[config.mk]
export PLATFORM = sky130hd
export DESIGN_NAME = qrr_div_pipe
export DESIGN_NICKNAME = d
export VERILOG_FILES = /design/src/sv/qrr_div_pipe.sv
export SDC_FILE = /design/constraint.sdc
export NUM_CORES = 2
export LEC_CHECK = 0
export BUFFER_PORTS_ARGS = -buffer_cell sky130_fd_sc_hd__buf_2
export CORE_AREA = 2 2 520 471
export CTS_BUF_LIST = sky130_fd_sc_hd__clkbuf_8
export CTS_CLUSTER_DIAMETER = 200
export DETAILED_ROUTE_END_ITERATION = 12
export DIE_AREA = 0 0 522 473
export SLEW_MARGIN = 20
export SYNTH_ARGS = -nofsm -noshare
export SYNTH_HDL_FRONTEND = slang
export SYNTH_SLANG_ARGS = --single-unit
[constraint.sdc]
create_clock -name clk -period 4.1 [get_ports clk]
set_input_delay 0 -clock clk [delete_from_list [all_inputs] [get_ports clk]]
set_output_delay 0 -clock clk [all_outputs]
set_load 0.01 [all_outputs]
[src/sv/qrr_div_pipe.sv]
`timescale 1ns / 1ps

module qrr_div_pipe #(
    parameter int NW  = 35,
    parameter int DW  = 17,
    parameter int SBW = 1
) (
    input  logic              clk,
    input  logic              rst_n,
    input  logic              en,
    input  logic              in_valid,
    input  logic [NW-1:0]     in_num,
    input  logic [DW-1:0]     in_den,
    input  logic [SBW-1:0]    in_sb,
    output logic              out_valid,
    output logic [NW-1:0]     out_quo,
    output logic [SBW-1:0]    out_sb
);

    // one quotient bit per stage, restoring division of magnitudes
    logic              v_reg   [NW];
    logic [NW-1:0]     n_reg   [NW];
    logic [NW-1:0]     q_reg   [NW];
    logic [DW:0]       rem_reg [NW];
    logic [DW-1:0]     d_reg   [NW];
    logic [SBW-1:0]    sb_reg  [NW];

    for (genvar k = 0; k < NW; k++) begin : g_stage
        logic              v_src;
        logic [NW-1:0]     n_src;
        logic [NW-1:0]     q_src;
        logic [DW:0]       rem_src;
        logic [DW-1:0]     d_src;
        logic [SBW-1:0]    sb_src;
        logic [DW:0]       rem_sh;
        logic              take;

        if (k == 0) begin : g_first
            assign v_src   = in_valid;
            assign n_src   = in_num;
            assign q_src   = '0;
            assign rem_src = '0;
            assign d_src   = in_den;
            assign sb_src  = in_sb;
        end
        else begin : g_rest
            assign v_src   = v_reg[k-1];
            assign n_src   = n_reg[k-1];
            assign q_src   = q_reg[k-1];
            assign rem_src = rem_reg[k-1];
            assign d_src   = d_reg[k-1];
            assign sb_src  = sb_reg[k-1];
        end

        // shift in the next numerator bit and subtract when it fits
        assign rem_sh = {rem_src[DW-1:0], n_src[NW-1]};
        assign take   = (rem_sh >= {1'b0, d_src});

        always_ff @(posedge clk or negedge rst_n)
        begin
            if (!rst_n)
            begin
                v_reg[k] <= 1'b0;
            end
            else if (en)
            begin
                v_reg[k] <= v_src;
            end
        end

        always_ff @(posedge clk)
        begin
            if (en)
            begin
                n_reg[k]   <= {n_src[NW-2:0], 1'b0};
                q_reg[k]   <= {q_src[NW-2:0], take};
                rem_reg[k] <= take ? (rem_sh - {1'b0, d_src}) : rem_sh;
                d_reg[k]   <= d_src;
                sb_reg[k]  <= sb_src;
            end
        end
    end

    assign out_valid = v_reg[NW-1];
    assign out_quo   = q_reg[NW-1];
    assign out_sb    = sb_reg[NW-1];

endmodule

==> out/results.txt <==
Finish-stage setup viols: 0
Slowest-stage cell, CP: a211o_1
P per Cell Area: 704.7 nW/um^2
DR vias: 60.34k
Hold EP: rem_reg[0][15]
Final hold violations: 0
DRT iter0 DRCs: 4,147
Hold WS: 0.1819 ns
Final Skew: 0.07271 ns
Final Slew Violations: 0
WS Path Type: flip-flop to flip-flop
Gpl congestion: 0.8727
Clock transition at the registers of the reported paths: 0.06 ns
Port Buffer Count: 93
Storage element area: 73,430 sq um
Maximum VDD drop: 321.4 uV
Crit Reg-Reg Endpoint: rem_reg[29][9]
I/O pins: 94
Multi-input gate area: 31,580 sq um
Synth top area cells: edfxtp_1 67%, ha_1 6.7%, inv_1 2.6%, o21ai_0 2.4%, mux2_2 2.3%
Synth Instances: 7,561
DR WL/cell: 16.95 microns
Area Growth Syn to Fin: 12.52%
Global Route Usage Sum: 0.1593
Number of flip-flops in the largest register: 630
Drt pass-1 iters: 5
Core area: 242,100 sq um
Yosys top cell by area: edfxtp_1
Synth Warn #: 0
Clock Root Buffer: clkbuf_8
Final net count: 8,814
Num CTS Buffers: 408
Later-pin clock latency in the skew report: 1.00 ns
CTS resizes: 0
Crit-path leading delay family: compound AO/OA/AOI/OAI gates
Hold Crit Class: input pin to flip-flop
Initial core utilization: 0.4471
Number of core rows: 172
Required time worst endpoint: 4.78 ns
Vias in the first global route: 60.37k
Fmax: 278.0 MHz
Filler Cells Inserted: 20.77k
Outcome: finished clean
Bufs and invs on worst path: 2
Largest net degree at the start of global routing: 151
Leakage power: 0.04722 uW
Worst slew margin: 0.2741
GR Util met3: 0.02471
Die Y-Extent: 473 microns
Async set or reset register ratio after synthesis: 0.01428
Reg2Reg Setup Slack: 0.50 ns
Drc violations: 0
Synth Register Bits: 2,451
Syn Nets: 8,231
Gr ovfl total: 0
Number of synthesized flops with an enable pin: 2,416
Crit path cell chain: inv_1, ha_1, inv_1, fa_1, a211oi_1, o21bai_1, a21oi_2, o211a_1, o31a_1, o21ai_1, a211o_1, mux2_4
Main synth FF type: edfxtp_1
Critical path arrival: 4.28 ns
Met2 capacity usage during global routing: 0.2564
DIE WIDTH: 522 microns
H-tree levels: 5
Tmin final: 3.598 ns
Max stage delay on crit path: 0.64 ns
Largest buffer count on any clock path: 4
Actual slew at the worst max-slew pin: 1.089 ns
DP Wirelength: 133,000 microns
Syn Area/Cell: 14.32 sq um
Non-Filler Instances: 11.69k
CP Launch Type: flip-flop
Hold depth: 5
R2R depth: 12
Crit end category: flip-flop
Max Cap Viol: 0
Final ANT Viol Nets: 0
Initial antenna violation count: 2
DR vias/cell: 5.164
Routing usage on met1: 0.2216
Sequential area share after synthesis: 0.6783
Synthesized area: 108,300 sq um
CTS tree: done
GRT Max-Usage Layer: met2
Setup TNS: 0 ns
CTS sink cnt: 2,451
Final Routed Wirelength: 198,100 microns
Period utilization: 0.8775
Synth cell types: 90
First-pass GRT wire length: 320,500 microns
Hold Path Origin: in_den[13]
Placed cell count: 10.84k
Die ar.: 246,900 sq um
RSZ-0062 raised after global routing: false
CP max FO: 18
CP most frequent cell: inv_1
Share of cells above drive strength 1: 0.1169
Top cell type's share of synthesized area: 0.6702
Reg2reg start: n_reg[28][33]
==> through the flow <==
stage	total power (uW)	instance area, sq um	worst slack [ns]	util
6_report	85830	121800	0.5023	0.5031
3_5_place_dp	66320	113200	0.5156	0.4676
4_1_cts	86800	121800	0.4805	0.5029
2_1_floorplan	58760	108300	0.9327	-
3_3_place_gp	65750	113200	0.6025	0.4676
5_1_grt	92010	121800	0.1535	0.5031
==> report_power, final <==
part	switching (uW)	internal, uW
logic	16100	13400
clock network	9640	10100
registers	2580	34000
==> layer usage <==
layer	share of wire	vias to the layer above
met5	0	-
met4	0.027	0
met3	0.042	393
met2	0.47	1214
met1	0.47	29230
li1	-	29500
==> timing repair <==
| action | in CTS | in global routing |
|---|---|---|
| setup buffers | 0 | 0 |
| endpoints found under the hold margin | 1463 | 0 |
| hold buffers | 116 | 0 |
==> layout make-up <==
class	count	share of cell area
inverters	757	0.02333
diodes	3	0.00006164
clock buffers	418	0.04723
clock inverters	311	0.01337
well taps	3219	0.03307
repair buffers	289	0.02083
multi-input cells	4237	0.2593
flip-flops and latches	2451	0.6028
==> cell usage after synthesis, drive strengths merged, types with 9 or more instances <==
cell,n
nor3,69
o21ai,533
o21a,69
a211oi,69
nand2b,81
a41oi,10
nand3b,9
o21bai,77
and3,29
mux2,262
clkbuf,80
o31ai,48
a21boi,22
mux2i,24
a2111oi,28
a31oi,60
nand3,51
ha,580
xnor2,231
fa,33
nor2b,61
dfrtp,35
a211o,17
o31a,26
a21oi,465
nand2,368
or4,13
or3,19
a221oi,12
inv,756
nand4,76
nor4,17
nor2,324
o211ai,22
o22ai,17
edfxtp,2416
buf,36
a21o,217
xor2,191
==> layout by cell type (no fill, tap or decap), types with 61 or more instances in the layout <==
cell | Yosys | routed
a211oi_1 | 63 | 63
a21o_1 | 217 | 217
a21oi_1 | 457 | 448
buf_2 | 24 | 92
clkbuf_8 | 0 | 418
clkinv_1 | 1 | 93
dlygate4sd3_1 | 0 | 114
edfxtp_1 | 2416 | 2416
ha_1 | 580 | 580
inv_1 | 756 | 904
mux2_2 | 222 | 222
nand2_1 | 367 | 367
nand2b_1 | 81 | 81
nand4_1 | 76 | 76
nor2_1 | 324 | 324
nor2b_1 | 61 | 61
nor3_1 | 68 | 68
o21a_1 | 69 | 69
o21ai_0 | 513 | 512
o21bai_1 | 77 | 77
xnor2_1 | 231 | 231
xor2_1 | 191 | 191
==> worst max path at each step <==
| stage | slack (ns) | start | depth (start not counted) | end |
|---|---|---|---|---|
| 5_1_grt | 0.15 | n_reg[28][33] | 12 | rem_reg[29][10] |
| 3_3_place_gp | 0.60 | n_reg[28][33] | 12 | rem_reg[29][14] |
| 3_5_place_dp | 0.52 | n_reg[28][33] | 12 | rem_reg[29][14] |
| 4_1_cts | 0.48 | n_reg[28][33] | 12 | rem_reg[29][9] |
| 2_1_floorplan | 0.93 | n_reg[25][33] | 13 | rem_reg[26][10] |
| 6_report | 0.50 | n_reg[28][33] | 12 | rem_reg[29][9] |
==> tightest hold or removal path: cells and delay by family <==
family | cells | cell delay [ns]
and+or+nand+nor | 2 | 0.26
buffers and inverters | 2 | 0.62
AOI/OAI and AO/OA | 1 | 0.11
==> cells by family (layout without fill, tap and decap cells) <==
logic type	after synthesis	in the layout	synth area share
flops	2451	2451	0.6783
compound gates	1764	1764	0.1026
simple gates	1152	1152	0.05009
buf+inv	873	1775	0.03114
fa+ha+maj	613	613	0.07314
xor+xnor	422	422	0.03414
mux	286	286	0.03058
other cells	0	3	0
(Power assumes the default switching activity.)
